<file path="config.mk">
export PLATFORM = sky130hd
export DESIGN_NAME = balance_and_walk_motor_control_unit
export DESIGN_NICKNAME = d
export VERILOG_FILES = /design/src/design/bawm_pkg.sv /design/src/design/bawm_cfg.sv /design/src/design/bawm_mac.sv /design/src/design/bawm_walk.sv /design/src/design/balance_and_walk_motor_control_unit.sv
export SDC_FILE = /design/constraint.sdc
export NUM_CORES = 2
export LEC_CHECK = 0
export ABC_AREA = 1
export CORE_MARGIN = 5
export CORE_UTILIZATION = 30
export DETAILED_ROUTE_END_ITERATION = 10
export DONT_BUFFER_PORTS = 1
export PLACE_DENSITY_LB_ADDON = 0.08
export SYNTH_ARGS = -nofsm -noshare
export SYNTH_HDL_FRONTEND = slang
export SYNTH_SLANG_ARGS = --single-unit
</file>
<file path="constraint.sdc">
create_clock -name clk -period 19 [get_ports clk]
set_input_delay 1.9 -clock clk [delete_from_list [all_inputs] [get_ports clk]]
set_output_delay 1.9 -clock clk [all_outputs]
set_load 0.05 [all_outputs]
</file>
<file path="src/design/bawm_pkg.sv">
// Shared types, constants and helper functions of the balance and walk motor controller.
`default_nettype none

package bawm_pkg;

    typedef logic [2:0] cfg_idx_t;

    localparam cfg_idx_t REG_BAL_P = 3'd0;
    localparam cfg_idx_t REG_BAL_D = 3'd1;
    localparam cfg_idx_t REG_SPD_P = 3'd2;
    localparam cfg_idx_t REG_SPD_I = 3'd3;
    localparam cfg_idx_t REG_LIMIT = 3'd4;

    localparam logic [12:0] LIMIT_RESET = 13'd7000;
    localparam logic [12:0] DRIVE_MAX   = 13'd7200;

    localparam logic signed [19:0] INTEG_BOUND = 20'sd384000;
    localparam logic signed [16:0] FILT_KEEP   = 17'sd179;
    localparam logic signed [16:0] FILT_NEW    = 17'sd77;

    localparam int ACC_W   = 44;
    localparam int MUL_A_W = 25;
    localparam int MUL_B_W = 17;
    localparam int PROD_W  = MUL_A_W + MUL_B_W;

    // Accumulator operations and operand selects of the shared unit
    localparam logic [1:0] ACC_HOLD = 2'd0;
    localparam logic [1:0] ACC_LOAD = 2'd1;
    localparam logic [1:0] ACC_ADD  = 2'd2;

    localparam logic [1:0] SEL_P   = 2'd0;
    localparam logic [1:0] SEL_P8  = 2'd1;
    localparam logic [1:0] SEL_EXT = 2'd2;

    typedef struct packed {
        logic [1:0] op;
        logic [1:0] sel;
    } mac_ctrl_t;

    typedef struct packed {
        logic signed [15:0] bal_p;
        logic signed [15:0] bal_d;
        logic signed [15:0] spd_p;
        logic signed [15:0] spd_i;
        logic [12:0]        limit;
    } cfg_t;

    // Divide by 2^16, rounding toward zero.
    function automatic logic signed [27:0] trunc16(input logic signed [ACC_W-1:0] x);
        logic signed [ACC_W-1:0] biased;
        logic signed [ACC_W-1:0] shifted;
        biased  = x[ACC_W-1] ? (x + ACC_W'(65535)) : x;
        shifted = biased >>> 16;
        return shifted[27:0];
    endfunction

    // Symmetric saturation at the given bound.
    function automatic logic signed [13:0] sat_drive(input logic signed [27:0] x,
                                                     input logic [12:0] lim);
        logic signed [27:0] hi;
        logic signed [27:0] lo;
        logic signed [13:0] res;
        hi = $signed({15'd0, lim});
        lo = -hi;
        if (x > hi) begin
            res = hi[13:0];
        end else if (x < lo) begin
            res = lo[13:0];
        end else begin
            res = x[13:0];
        end
        return res;
    endfunction

endpackage

`default_nettype wire

</file>
<file path="src/design/bawm_cfg.sv">
// Configuration register file of the balance and walk motor controller.
`default_nettype none

module bawm_cfg (
    input  wire logic               clk,
    input  wire logic               rst_n,
    input  wire logic               cfg_valid,
    output logic                    cfg_ready,
    input  wire bawm_pkg::cfg_idx_t cfg_index,
    input  wire logic [15:0]        cfg_data,
    output bawm_pkg::cfg_t          cfg,
    output logic [12:0]             lim
);

    bawm_pkg::cfg_t cfg_reg;

    assign cfg_ready = 1'b1;
    assign cfg       = cfg_reg;
    // Any bound above the motor maximum acts as the maximum.
    assign lim = (cfg_reg.limit > bawm_pkg::DRIVE_MAX) ? bawm_pkg::DRIVE_MAX : cfg_reg.limit;

    always_ff @(posedge clk or negedge rst_n)
    begin
        if (!rst_n)
        begin
            cfg_reg.bal_p <= '0;
            cfg_reg.bal_d <= '0;
            cfg_reg.spd_p <= '0;
            cfg_reg.spd_i <= '0;
            cfg_reg.limit <= bawm_pkg::LIMIT_RESET;
        end
        else if (cfg_valid && cfg_ready)
        begin
            unique case (cfg_index)
                bawm_pkg::REG_BAL_P: cfg_reg.bal_p <= cfg_data;
                bawm_pkg::REG_BAL_D: cfg_reg.bal_d <= cfg_data;
                bawm_pkg::REG_SPD_P: cfg_reg.spd_p <= cfg_data;
                bawm_pkg::REG_SPD_I: cfg_reg.spd_i <= cfg_data;
                bawm_pkg::REG_LIMIT: cfg_reg.limit <= cfg_data[12:0];
                default: ;
            endcase
        end
    end

endmodule

`default_nettype wire

</file>
<file path="src/design/bawm_mac.sv">
// Shared multiply-accumulate unit: registered product followed by an accumulator.
`default_nettype none

module bawm_mac (
    input  wire logic                                clk,
    input  wire logic signed [bawm_pkg::MUL_A_W-1:0] mul_a,
    input  wire logic signed [bawm_pkg::MUL_B_W-1:0] mul_b,
    input  wire bawm_pkg::mac_ctrl_t                 ctrl,
    input  wire logic signed [bawm_pkg::ACC_W-1:0]   ext,
    output logic signed [bawm_pkg::ACC_W-1:0]        acc
);

    logic signed [bawm_pkg::PROD_W-1:0] prod_reg;
    logic signed [bawm_pkg::PROD_W-1:0] prod_next;
    logic signed [bawm_pkg::ACC_W-1:0]  acc_reg;
    logic signed [bawm_pkg::ACC_W-1:0]  acc_next;
    logic signed [bawm_pkg::ACC_W-1:0]  prod_ext;
    logic signed [bawm_pkg::ACC_W-1:0]  operand;

    assign prod_next = mul_a * mul_b;
    assign prod_ext  = bawm_pkg::ACC_W'(prod_reg);
    assign acc       = acc_reg;

    always_comb
    begin
        case (ctrl.sel)
            bawm_pkg::SEL_P:   operand = prod_ext;
            bawm_pkg::SEL_P8:  operand = prod_ext <<< 8;
            bawm_pkg::SEL_EXT: operand = ext;
            default:           operand = '0;
        endcase
        case (ctrl.op)
            bawm_pkg::ACC_LOAD: acc_next = operand;
            bawm_pkg::ACC_ADD:  acc_next = acc_reg + operand;
            default:            acc_next = acc_reg;
        endcase
    end

    always_ff @(posedge clk)
    begin
        prod_reg <= prod_next;
        acc_reg  <= acc_next;
    end

endmodule

`default_nettype wire

</file>
<file path="src/design/bawm_walk.sv">
// Incremental PI controller of the walk wheel with its clamped accumulator.
`default_nettype none

module bawm_walk (
    input  wire logic               clk,
    input  wire logic               rst_n,
    input  wire logic               upd,
    input  wire logic signed [15:0] walk_count,
    input  wire logic signed [15:0] walk_target,
    input  wire logic [12:0]        lim,
    output logic signed [13:0]      drive_next
);

    localparam logic signed [24:0] WALK_HI = 25'sd7200;

    logic signed [13:0] acc_reg;
    logic signed [13:0] acc_next;
    logic signed [17:0] prev_reg;
    logic signed [16:0] err;
    logic signed [24:0] err_ext;
    logic signed [24:0] prev_ext;
    logic signed [24:0] sum;

    assign err      = $signed({walk_count[15], walk_count}) - $signed({walk_target[15], walk_target});
    assign err_ext  = 25'(err);
    assign prev_ext = 25'(prev_reg);

    // acc + 15*(err - prev) + 15*err, i.e. acc + 30*err - 15*prev
    assign sum = 25'(acc_reg) + ((err_ext <<< 5) - (err_ext <<< 1))
                 - ((prev_ext <<< 4) - prev_ext);

    always_comb
    begin
        if (sum > WALK_HI)
        begin
            acc_next = WALK_HI[13:0];
        end
        else if (sum < -WALK_HI)
        begin
            acc_next = -(WALK_HI[13:0]);
        end
        else
        begin
            acc_next = sum[13:0];
        end
    end

    assign drive_next = bawm_pkg::sat_drive(28'(acc_next), lim);

    always_ff @(posedge clk or negedge rst_n)
    begin
        if (!rst_n)
        begin
            acc_reg  <= '0;
            prev_reg <= '0;
        end
        else if (upd)
        begin
            acc_reg  <= acc_next;
            prev_reg <= 18'(err);
        end
    end

endmodule

`default_nettype wire

</file>
<file path="src/design/balance_and_walk_motor_control_unit.sv">
// Top level: sequencer, speed filter state and stream ports of the motor controller.
// An accepted tick runs the sequencer from ST_PD_A to ST_OUT; the result is registered there
// once the output is free. One tick at a time: a new one is accepted only in ST_IDLE, and the
// sequencer steps the single shared multiplier through six products and seven accumulator steps.
// Reset: the filter, integral and walk state clear to zero, gains clear, the limit is 7000.
// A finished result waits in the output register while the next tick is accepted.
`default_nettype none

module balance_and_walk_motor_control_unit (
    input  wire logic                     clk,
    input  wire logic                     rst_n,
    input  wire logic                     s_axis_tvalid,
    output logic                          s_axis_tready,
    // pitch_angle, pitch_rate, zero_angle, balance_count, walk_count, walk_target
    input  wire logic [95:0]              s_axis_tdata,
    // stopped
    input  wire logic                     s_axis_tuser,
    output logic                          m_axis_tvalid,
    input  wire logic                     m_axis_tready,
    // balance_drive, walk_drive, 4 bits zero padding
    output logic [31:0]                   m_axis_tdata,
    input  wire logic                     cfg_valid,
    output logic                          cfg_ready,
    input  wire bawm_pkg::cfg_idx_t       cfg_index,
    input  wire logic [15:0]              cfg_data
);

    localparam logic [3:0] ST_IDLE = 4'd0;
    localparam logic [3:0] ST_PD_A = 4'd1;
    localparam logic [3:0] ST_PD_B = 4'd2;
    localparam logic [3:0] ST_FL_A = 4'd3;
    localparam logic [3:0] ST_FL_B = 4'd4;
    localparam logic [3:0] ST_FL_C = 4'd5;
    localparam logic [3:0] ST_FL_D = 4'd6;
    localparam logic [3:0] ST_SP_A = 4'd7;
    localparam logic [3:0] ST_SP_B = 4'd8;
    localparam logic [3:0] ST_SP_C = 4'd9;
    localparam logic [3:0] ST_SUM  = 4'd10;
    localparam logic [3:0] ST_OUT  = 4'd11;

    bawm_pkg::cfg_t     cfg;
    logic [12:0]        lim;

    logic [3:0]         state_reg;
    logic [3:0]         state_next;

    logic signed [16:0] diff_reg;
    logic signed [15:0] rate_reg;
    logic signed [15:0] bcount_reg;
    logic signed [15:0] wcount_reg;
    logic signed [15:0] target_reg;
    logic               stop_reg;

    logic signed [23:0] filt_reg;
    logic signed [19:0] integ_reg;
    logic signed [19:0] integ_next;
    logic signed [24:0] integ_sum;
    logic signed [27:0] pd_reg;

    logic signed [13:0] bal_reg;
    logic signed [13:0] walk_reg;
    logic signed [13:0] walk_next;
    logic               out_valid_reg;
    logic               out_free;
    logic               finish;

    logic signed [bawm_pkg::MUL_A_W-1:0] mul_a;
    logic signed [bawm_pkg::MUL_B_W-1:0] mul_b;
    logic signed [bawm_pkg::ACC_W-1:0]   ext;
    logic signed [bawm_pkg::ACC_W-1:0]   acc;
    bawm_pkg::mac_ctrl_t                 ctrl;

    bawm_cfg u_cfg (
        .clk       (clk),
        .rst_n     (rst_n),
        .cfg_valid (cfg_valid),
        .cfg_ready (cfg_ready),
        .cfg_index (cfg_index),
        .cfg_data  (cfg_data),
        .cfg       (cfg),
        .lim       (lim)
    );

    bawm_mac u_mac (
        .clk   (clk),
        .mul_a (mul_a),
        .mul_b (mul_b),
        .ctrl  (ctrl),
        .ext   (ext),
        .acc   (acc)
    );

    bawm_walk u_walk (
        .clk         (clk),
        .rst_n       (rst_n),
        .upd         (finish),
        .walk_count  (wcount_reg),
        .walk_target (target_reg),
        .lim         (lim),
        .drive_next  (walk_next)
    );

    assign s_axis_tready = (state_reg == ST_IDLE);
    assign out_free      = !out_valid_reg || m_axis_tready;
    assign finish        = (state_reg == ST_OUT) && out_free;
    assign m_axis_tvalid = out_valid_reg;
    assign m_axis_tdata  = {4'd0, walk_reg, bal_reg};

    // Integral of the freshly filtered speed, clamped to its bound.
    assign integ_sum = 25'(integ_reg) + 25'(filt_reg);

    always_comb
    begin
        if (integ_sum > 25'(bawm_pkg::INTEG_BOUND))
        begin
            integ_next = bawm_pkg::INTEG_BOUND;
        end
        else if (integ_sum < -25'(bawm_pkg::INTEG_BOUND))
        begin
            integ_next = -bawm_pkg::INTEG_BOUND;
        end
        else
        begin
            integ_next = integ_sum[19:0];
        end
    end

    // Sequencer: the multiplier is issued one step ahead of the accumulator that uses it.
    always_comb
    begin
        state_next = state_reg;
        mul_a      = '0;
        mul_b      = '0;
        ext        = '0;
        ctrl.op    = bawm_pkg::ACC_HOLD;
        ctrl.sel   = bawm_pkg::SEL_P;
        unique case (state_reg)
            ST_IDLE:
            begin
                if (s_axis_tvalid)
                begin
                    state_next = ST_PD_A;
                end
            end
            ST_PD_A:
            begin
                mul_a      = 25'(cfg.bal_p);
                mul_b      = diff_reg;
                state_next = ST_PD_B;
            end
            ST_PD_B:
            begin
                mul_a      = 25'(rate_reg);
                mul_b      = 17'(cfg.bal_d);
                ctrl.op    = bawm_pkg::ACC_LOAD;
                state_next = ST_FL_A;
            end
            ST_FL_A:
            begin
                mul_a      = 25'(filt_reg);
                mul_b      = bawm_pkg::FILT_KEEP;
                ctrl.op    = bawm_pkg::ACC_ADD;
                ctrl.sel   = bawm_pkg::SEL_P8;
                state_next = ST_FL_B;
            end
            ST_FL_B:
            begin
                mul_a      = 25'(bcount_reg);
                mul_b      = bawm_pkg::FILT_NEW;
                ctrl.op    = bawm_pkg::ACC_LOAD;
                state_next = ST_FL_C;
            end
            ST_FL_C:
            begin
                ctrl.op    = bawm_pkg::ACC_ADD;
                ctrl.sel   = bawm_pkg::SEL_P8;
                state_next = ST_FL_D;
            end
            ST_FL_D:
            begin
                state_next = ST_SP_A;
            end
            ST_SP_A:
            begin
                mul_a      = 25'(filt_reg);
                mul_b      = 17'(cfg.spd_p);
                state_next = ST_SP_B;
            end
            ST_SP_B:
            begin
                mul_a      = 25'(integ_reg);
                mul_b      = 17'(cfg.spd_i);
                ctrl.op    = bawm_pkg::ACC_LOAD;
                // A stopped tick has no speed term: the extra operand is zero here.
                ctrl.sel   = stop_reg ? bawm_pkg::SEL_EXT : bawm_pkg::SEL_P;
                state_next = ST_SP_C;
            end
            ST_SP_C:
            begin
                ctrl.op    = stop_reg ? bawm_pkg::ACC_HOLD : bawm_pkg::ACC_ADD;
                state_next = ST_SUM;
            end
            ST_SUM:
            begin
                ext        = {pd_reg, 16'd0};
                ctrl.op    = bawm_pkg::ACC_ADD;
                ctrl.sel   = bawm_pkg::SEL_EXT;
                state_next = ST_OUT;
            end
            ST_OUT:
            begin
                if (out_free)
                begin
                    state_next = ST_IDLE;
                end
            end
            default:
            begin
                state_next = ST_IDLE;
            end
        endcase
    end

    always_ff @(posedge clk or negedge rst_n)
    begin
        if (!rst_n)
        begin
            state_reg     <= ST_IDLE;
            filt_reg      <= '0;
            integ_reg     <= '0;
            out_valid_reg <= 1'b0;
        end
        else
        begin
            state_reg <= state_next;
            if (state_reg == ST_FL_D)
            begin
                filt_reg <= acc[31:8];
            end
            if (state_reg == ST_SP_A)
            begin
                integ_reg <= stop_reg ? '0 : integ_next;
            end
            if (finish)
            begin
                out_valid_reg <= 1'b1;
            end
            else if (m_axis_tready)
            begin
                out_valid_reg <= 1'b0;
            end
        end
    end

    always_ff @(posedge clk)
    begin
        if (s_axis_tvalid && s_axis_tready)
        begin
            diff_reg   <= $signed({s_axis_tdata[15], s_axis_tdata[15:0]})
                          - $signed({s_axis_tdata[47], s_axis_tdata[47:32]});
            rate_reg   <= s_axis_tdata[31:16];
            bcount_reg <= s_axis_tdata[63:48];
            wcount_reg <= s_axis_tdata[79:64];
            target_reg <= s_axis_tdata[95:80];
            stop_reg   <= s_axis_tuser;
        end
        if (state_reg == ST_FL_B)
        begin
            pd_reg <= bawm_pkg::trunc16(acc);
        end
        if (finish)
        begin
            bal_reg  <= bawm_pkg::sat_drive(bawm_pkg::trunc16(acc), lim);
            walk_reg <= walk_next;
        end
    end

    a_bal_in_range: assert property (@(posedge clk) disable iff (!rst_n)
        out_valid_reg |-> (bal_reg <= 14'sd7200) && (bal_reg >= -14'sd7200))
        else $error("balance drive outside the motor range");

    a_integ_bound: assert property (@(posedge clk) disable iff (!rst_n)
        (integ_reg <= bawm_pkg::INTEG_BOUND) && (integ_reg >= -bawm_pkg::INTEG_BOUND))
        else $error("speed integral beyond its clamp");

    a_start: assert property (@(posedge clk) disable iff (!rst_n)
        (s_axis_tvalid && s_axis_tready) |=> (state_reg == ST_PD_A))
        else $error("accepted tick did not start the sequence");

    a_result: assert property (@(posedge clk) disable iff (!rst_n)
        finish |=> (m_axis_tvalid && (state_reg == ST_IDLE)))
        else $error("finished tick did not present a result");

endmodule

`default_nettype wire

</file>
; ---- Yosys cells after proc, flatten, opt, wreduce, memory -nomap -nowiden
; Index checks and enable logic that the tools add are counted.
; W data, S select, Z words.
[totals]
regBits = 381
[op_classes]
reduce_logical = 19
n_eq_ne = 21
mul = 1
addsub = 10
n_mux = 25
order_cmp = 9
[ops]
columns = cell, n
row1 = $pmux W44 S3, 1
row2 = $pmux W25 S5, 1
row3 = $pmux W17 S6, 1
row4 = $mux W44, 2
row5 = $pmux W44 S2, 1
row6 = $mux W20, 3
row7 = $mux W14, 4
row8 = $pmux W4 S12, 1
row9 = $add A44 B17 Y44 const B, 1
row10 = $add A44 B44 Y44, 1
row11 = $mul A25 B17 Y42, 1
row12 = $mux W13, 3
row13 = $sub A16 B16 Y17, 2
row14 = $gt A28 B14 Y1, 1
row15 = $lt A14 B28 Y1, 1
row16 = $lt A28 B28 Y1, 1
row17 = $neg A13 Y28, 1
row18 = $add A20 B24 Y25, 1
row19 = $gt A25 B14 Y1 const B, 1
row20 = $gt A25 B20 Y1 const B, 1
row21 = $lt A25 B14 Y1 const B, 1
row22 = $lt A25 B20 Y1 const B, 1
row23 = $sub A25 B25 Y25, 1
row24 = $add A14 B23 Y24, 1
row25 = 28 further kinds, 52

; ---- Depth between registers and ports, before layout
[depth]
word_depth = 10
depth_mapped = 70

; ---- Modules after synthesis
; Synthesis repeated with hierarchy kept, for this count alone.
[hier_totals]
hier_cells = 6331
hier_area_um2 = 46607.2
[by_module_without_submodules]
columns = mod, area_each_um2, cells_per_inst, n_inst
row1 = bawm_mac, 23472.5, 3320, 1
row2 = balance_and_walk_motor_control_unit, 12714.7, 1629, 1
row3 = bawm_walk, 7064.3, 1077, 1
row4 = bawm_cfg, 3355.7, 305, 1

; ---- Least setup slack after synthesis
; OpenSTA, ideal clock, no wires.
[synth_path]
kind = reg-to-reg
start = register target_reg[0]
end = register walk_reg[1], data pin
required_ns = 18.748
setup_slack_ns = 11.000
path_buffers = 1
stages_incl_launch_ff = 61
synth_period_minus_slack_ns = 8.000
arrival_ns = 7.747
setup_ns = 0.252
path_cell_list = edfxtp_1 > ha_1 > fa_1 > inv_1 > nand3_1 > nand2_1 > a21oi_1 > o21ai_0 > nand2_1 > nand2_1 > nand2_1 > nand2_1 > a21oi_1 > o21ai_0 > nand2_1 > nand2_1 > xor2_1 > inv_1 > [25 not listed] > inv_2 > nand2_4 > nand2_1 > nor2_1 > ha_1 > inv_1 > o21bai_1 > a21o_1 > a21oi_1 > o311ai_0 > nand4_1 > nand2_1 > or2_2 > nand2_1 > clkbuf_1 > o21ai_0 > nand2_1 > nand2_1
[synth_between]
elab_chain_cells = 10
elab_cells_between_ends = 12
classes_between = 4 x add/sub / 4 x order compare / 4 x mux
[synth_lines]
columns = item, line_no
row1 = start: declaration, balance_and_walk_motor_control_unit.sv:51  ; logic signed [15:0] target_reg;
row2 = start signal: assignment, balance_and_walk_motor_control_unit.sv:264  ; target_reg <= s_axis_tdata[95:80];
row3 = $sub A16 B16 Y17 (*), bawm_walk.sv:24  ; assign err = $signed({walk_count[15], walk_count}) - $signed({walk_target[15], walk_target});
row4 = $sub A22 B18 Y23 (*), bawm_walk.sv:29  ; assign sum = 25'(acc_reg) + ((err_ext <<< 5) - (err_ext <<< 1))
row5 = $add A14 B23 Y24 (*), bawm_walk.sv:29
row6 = $sub A25 B25 Y25 (*), bawm_walk.sv:30  ; - ((prev_ext <<< 4) - prev_ext);
row7 = $lt A25 B14 Y1, bawm_walk.sv:38  ; else if (sum < -WALK_HI)
row8 = $mux W14, bawm_walk.sv:38
row9 = $mux W14 (*), bawm_walk.sv:34  ; if (sum > WALK_HI)
row10 = via u_walk.acc_next[13], bawm_walk.sv:17  ; logic signed [13:0] acc_next;
row11 = $lt A14 B28 Y1, bawm_pkg.sv:67  ; end else if (x < lo) begin
row12 = $mux W14, bawm_pkg.sv:67
row13 = $mux W13 (*), bawm_pkg.sv:65  ; if (x > hi) begin
row14 = via u_walk.drive_next[1], bawm_walk.sv:11  ; output logic signed [13:0] drive_next
row15 = end signal: assignment, balance_and_walk_motor_control_unit.sv:274  ; walk_reg <= walk_next;
row16 = end: declaration, balance_and_walk_motor_control_unit.sv:61  ; logic signed [13:0] walk_reg;
; Mark *: on every way through the listed nets, which the timed path passes. The rest lies on a longest branch.
; A chain may end at the register's enable or synchronous reset.

; ---- Worst setup path in the final report
[layout_path]
start = register target_reg[0]
end = register walk_reg[0], data pin
[layout_between]
elab_chain_cells = 10
elab_cells_between_ends = 12
classes_between = 4 x add/sub / 4 x order compare / 4 x mux
[layout_lines]
columns = item, line_no
row1 = $sub A16 B16 Y17 (*), bawm_walk.sv:24
row2 = via u_walk.err[6], bawm_walk.sv:19  ; logic signed [16:0] err;
row3 = $sub A22 B18 Y23 (*), bawm_walk.sv:29
row4 = $add A14 B23 Y24 (*), bawm_walk.sv:29
row5 = $sub A25 B25 Y25 (*), bawm_walk.sv:30
row6 = $lt A25 B14 Y1, bawm_walk.sv:38
row7 = $mux W14, bawm_walk.sv:38
row8 = $mux W14 (*), bawm_walk.sv:34
row9 = via u_walk.acc_next[13], bawm_walk.sv:17
row10 = $lt A14 B28 Y1, bawm_pkg.sv:67
row11 = $mux W14, bawm_pkg.sv:67
row12 = $mux W13 (*), bawm_pkg.sv:65
row13 = via u_walk.drive_next[0], bawm_walk.sv:11
; Marks and branches as above.

==> impl_summary.log <==
INFO  metric run_status = finished, final reports clean
INFO  metric fin_tns_setup = 0 ns
INFO  metric critPathRequiredTime = 19.40 ns
INFO  metric timing.reg2reg.worst_path_depth = 54
INFO  metric wl_met1 = 73.2 mm
INFO  metric timing_max_transition_violations_final = 0
INFO  metric route.met2.wl = 68.3 mm
INFO  metric gp_routability_congestion = 0.873
INFO  metric cts_repair_resize_count = 0
INFO  metric relSlewSlack = 17.6%
INFO  metric ys.warnings.count = 0
INFO  metric worstPathMaxFanout = 27
INFO  metric post_synth.cell_area_avg = 7.99 um2
INFO  metric portBuffers = 0
INFO  metric routedWlPerCell = 21.7 um
INFO  metric startpoint_type = register
INFO  metric top_layer = met4
INFO  metric skew = 0.0246 ns
INFO  metric finalSetupViolCount = 0
INFO  metric synth.ff_latch_count = 381
INFO  metric gate_count_post_synth = 5216
INFO  metric crit_top_cell = sky130_fd_sc_hd__nand2_1
INFO  metric worst-setup-path-type = register to register
INFO  metric critPathCaptureType = register
INFO  metric largest_register_ffs = 77
INFO  metric grt.total_usage = 20.8%
INFO  metric drive_above_1_share = 5.29%
INFO  metric cap_violations = 0
INFO  metric tritoncts = built
INFO  metric fillerInstances = 14900
INFO  metric tritoncts.num_buffers = 52
INFO  metric worst_slew_pin_slew = 1.23 ns
INFO  metric clock_sinks = 381
INFO  metric place_hpwl = 125 mm
INFO  metric period_minus_slack = 9.50 ns
INFO  metric gr-total-overflow = 0
INFO  metric arrival = 9.91 ns
INFO  metric synthesis.area = 41700 um2
INFO  metric detailroute.via_count = 34000
INFO  metric crit_path_max_incr_delay = 0.60 ns
INFO  metric count_of_antenna_violating_nets_left_after_detailed_routing = 0
INFO  metric area_growth = 9.99%
INFO  metric max-clock-path-buffers = 3
INFO  metric grt_start_max_net_pins = 158
INFO  metric floorplan.rows = 136
INFO  metric drcViolationCount = 0
INFO  metric die_x = 383 um
INFO  metric path_type_of_the_worst_min_delay_path = register to register
INFO  metric antenna_found_initial = 16
INFO  metric finalHoldViolCount = 0
INFO  metric grt_setup_unrepaired = no
INFO  metric clk_root_buffer_cell = sky130_fd_sc_hd__clkbuf_16
INFO  metric synth_seq_area_share = 24.6%
INFO  metric postCtsHoldBufs = 0
INFO  metric ys.flop_type = sky130_fd_sc_hd__edfxtp_1
INFO  metric hold-path-cell-count = 2
INFO  metric clk_latency = 0.64 ns
INFO  metric synth_cell_types = 67
INFO  metric grt_pass1_wl = 230 mm
INFO  metric postCtsSetupBuffers = 0
INFO  metric detail_routed_via_count_per_cell = 4.82
INFO  metric synth-edff-count = 182
INFO  metric layout.nets = 6105
INFO  metric start_util = 30.2%
INFO  metric floorplan.die_area = 146000 um2
INFO  metric crit_slowest_cell = sky130_fd_sc_hd__xor2_4
INFO  metric die_height = 383 um
INFO  metric drtIter0Drc = 2390
INFO  metric totalWireLength = 153 mm
INFO  metric grt_pass1_vias = 34800
INFO  metric core_region_area = 138000 um2
INFO  metric drtPass1Iterations = 6
INFO  metric cts.reportedPaths.clkPinSlew = 0.06 ns
INFO  metric fmax = 105 MHz
INFO  metric io_pins = 156
INFO  metric ctsHtreeMaxLevel = 2
INFO  metric share_of_synthesized_registers_carrying_an_async_set_or_reset = 41.2%
INFO  metric dr_wl_met3 = 7.49 mm
INFO  metric finalCritPeriodShare = 50.0%
-- metrics by stage --
stage	instance area (um2)	cells	hold slack [ns]	setup WS, ns	util [%]
final	45800	7060	0.486	9.50	33.3
after global routing	45800	7057	0.499	8.29	33.3
after CTS	45800	7054	0.486	9.42	33.3
after detailed placement	43900	6956	0.471	9.44	31.9
after global placement	43900	6956	0.463	9.49	31.9
after floorplan	41700	5219	0.448	11.00	-
-- metal layers --
metal	vias up	global-route usage, %
met5	-	0
met4	0	5.77
met3	150	3.49
met2	702	33.0
met1	16600	29.2
li1	16600	-
-- cells by family after synthesis --
group	after synthesis	synth area share [%]
and+or+nand+nor	2037	20.3
buffers and inverters	1057	9.70
xor gates and xnor gates	189	4.06
AOI/OAI and AO/OA	782	10.8
DFF	381	24.6
other	2	0.0180
adders and majority gates	768	30.6
-- worst max-delay path: cells and delay by family, from the launching register on --
kind                     cells  cell delay [ns]
adder cells (fa/ha/maj)      6             2.08
flip-flops                   1             0.36
AND/OR/NAND/NOR             25             3.24
XOR/XNOR                     2             1.09
buffers and inverters        9             0.70
AO/OA/AOI/OAI               12             1.80
-- final cells by class --
type / instances / area [um2] / area share (%)
diodes: 6 / 15.0 / 0.0327
clock buffers: 65 / 1470 / 3.20
clock inverters: 33 / 440 / 0.961
inverters: 938 / 3520 / 7.68
multi-input cells: 3781 / 27500 / 59.9
flip-flops and latches: 381 / 10200 / 22.3
well taps: 1794 / 2240 / 4.90
repair buffers: 62 / 465 / 1.02
-- cells in the final DEF (no fill, tap or decap), types with 10 or more instances in the layout --
cell                           n
sky130_fd_sc_hd__nand2_1    1202
sky130_fd_sc_hd__inv_1       916
sky130_fd_sc_hd__nor2_1      468
sky130_fd_sc_hd__fa_1        417
sky130_fd_sc_hd__ha_1        351
sky130_fd_sc_hd__o21ai_0     303
sky130_fd_sc_hd__a21oi_1     260
sky130_fd_sc_hd__edfxtp_1    182
sky130_fd_sc_hd__nand3_1     154
sky130_fd_sc_hd__dfrtp_1     150
sky130_fd_sc_hd__xor2_1      129
sky130_fd_sc_hd__buf_4        62
sky130_fd_sc_hd__xnor2_1      57
sky130_fd_sc_hd__clkbuf_16    57
sky130_fd_sc_hd__dfxtp_1      42
sky130_fd_sc_hd__nand4_1      35
sky130_fd_sc_hd__nor3_1       34
sky130_fd_sc_hd__a31oi_1      30
sky130_fd_sc_hd__nand2_2      28
sky130_fd_sc_hd__o21bai_1     24
sky130_fd_sc_hd__nor4_1       22
sky130_fd_sc_hd__o21ai_1      21
sky130_fd_sc_hd__or2_2        19
sky130_fd_sc_hd__a22o_1       18
sky130_fd_sc_hd__a221oi_1     17
sky130_fd_sc_hd__nand3b_1     17
sky130_fd_sc_hd__inv_2        17
sky130_fd_sc_hd__nor2_2       16
sky130_fd_sc_hd__a21o_1       15
sky130_fd_sc_hd__o21a_1       15
sky130_fd_sc_hd__a22oi_1      14
sky130_fd_sc_hd__o211ai_1     11
sky130_fd_sc_hd__o221ai_1     10
-- synth_stat cells (all sizes together) (2+ instances only) --
| cell type | number | area share (%) |
|---|---|---|
| a211oi | 4 | 0.072 |
| a21boi | 9 | 0.16 |
| a21o | 15 | 0.27 |
| a21oi | 263 | 3.2 |
| a221o | 3 | 0.072 |
| a221oi | 17 | 0.36 |
| a22o | 18 | 0.38 |
| a22oi | 14 | 0.25 |
| a31oi | 31 | 0.50 |
| a32o | 9 | 0.22 |
| and2 | 4 | 0.060 |
| and3 | 6 | 0.090 |
| buf | 21 | 0.37 |
| clkbuf | 98 | 0.88 |
| clkinv | 5 | 0.045 |
| conb | 2 | 0.018 |
| dfrtp | 150 | 9.0 |
| dfstp | 7 | 0.44 |
| dfxtp | 42 | 2.0 |
| edfxtp | 182 | 13 |
| fa | 417 | 20 |
| ha | 351 | 11 |
| inv | 933 | 8.4 |
| nand2 | 1236 | 11 |
| nand3 | 162 | 2.1 |
| nand3b | 17 | 0.31 |
| nand4 | 35 | 0.53 |
| nor2 | 488 | 4.5 |
| nor3 | 42 | 0.59 |
| nor4 | 25 | 0.44 |
| o2111ai | 4 | 0.084 |
| o211ai | 12 | 0.23 |
| o21a | 15 | 0.27 |
| o21ai | 326 | 3.9 |
| o21bai | 24 | 0.43 |
| o221ai | 10 | 0.21 |
| o31ai | 4 | 0.072 |
| or2 | 19 | 0.29 |
| xnor2 | 58 | 1.2 |
| xor2 | 131 | 2.8 |
-- path summary, 6_finish.rpt --
path                                                 from                   endpoint  slack (ns)
worst max-delay path              target_reg[0]$_DFFE_PP_      walk_reg[0]$_DFFE_PP_        9.50
worst min-delay path            u_cfg.cfg[34]$_DFFE_PN0P_  u_cfg.cfg[34]$_DFFE_PN0P_        0.49
worst max register to register    target_reg[0]$_DFFE_PP_      walk_reg[0]$_DFFE_PP_        9.50
worst min register to register  u_cfg.cfg[34]$_DFFE_PN0P_  u_cfg.cfg[34]$_DFFE_PN0P_        0.49
max in group asynchronous                           rst_n  u_cfg.cfg[11]$_DFFE_PN1P_       17.65
min in group asynchronous                           rst_n  u_cfg.cfg[72]$_DFFE_PN0P_        0.96
Power is not shown: default switching activity piles up to over one toggle a cycle in this logic, so the estimate is an artifact.
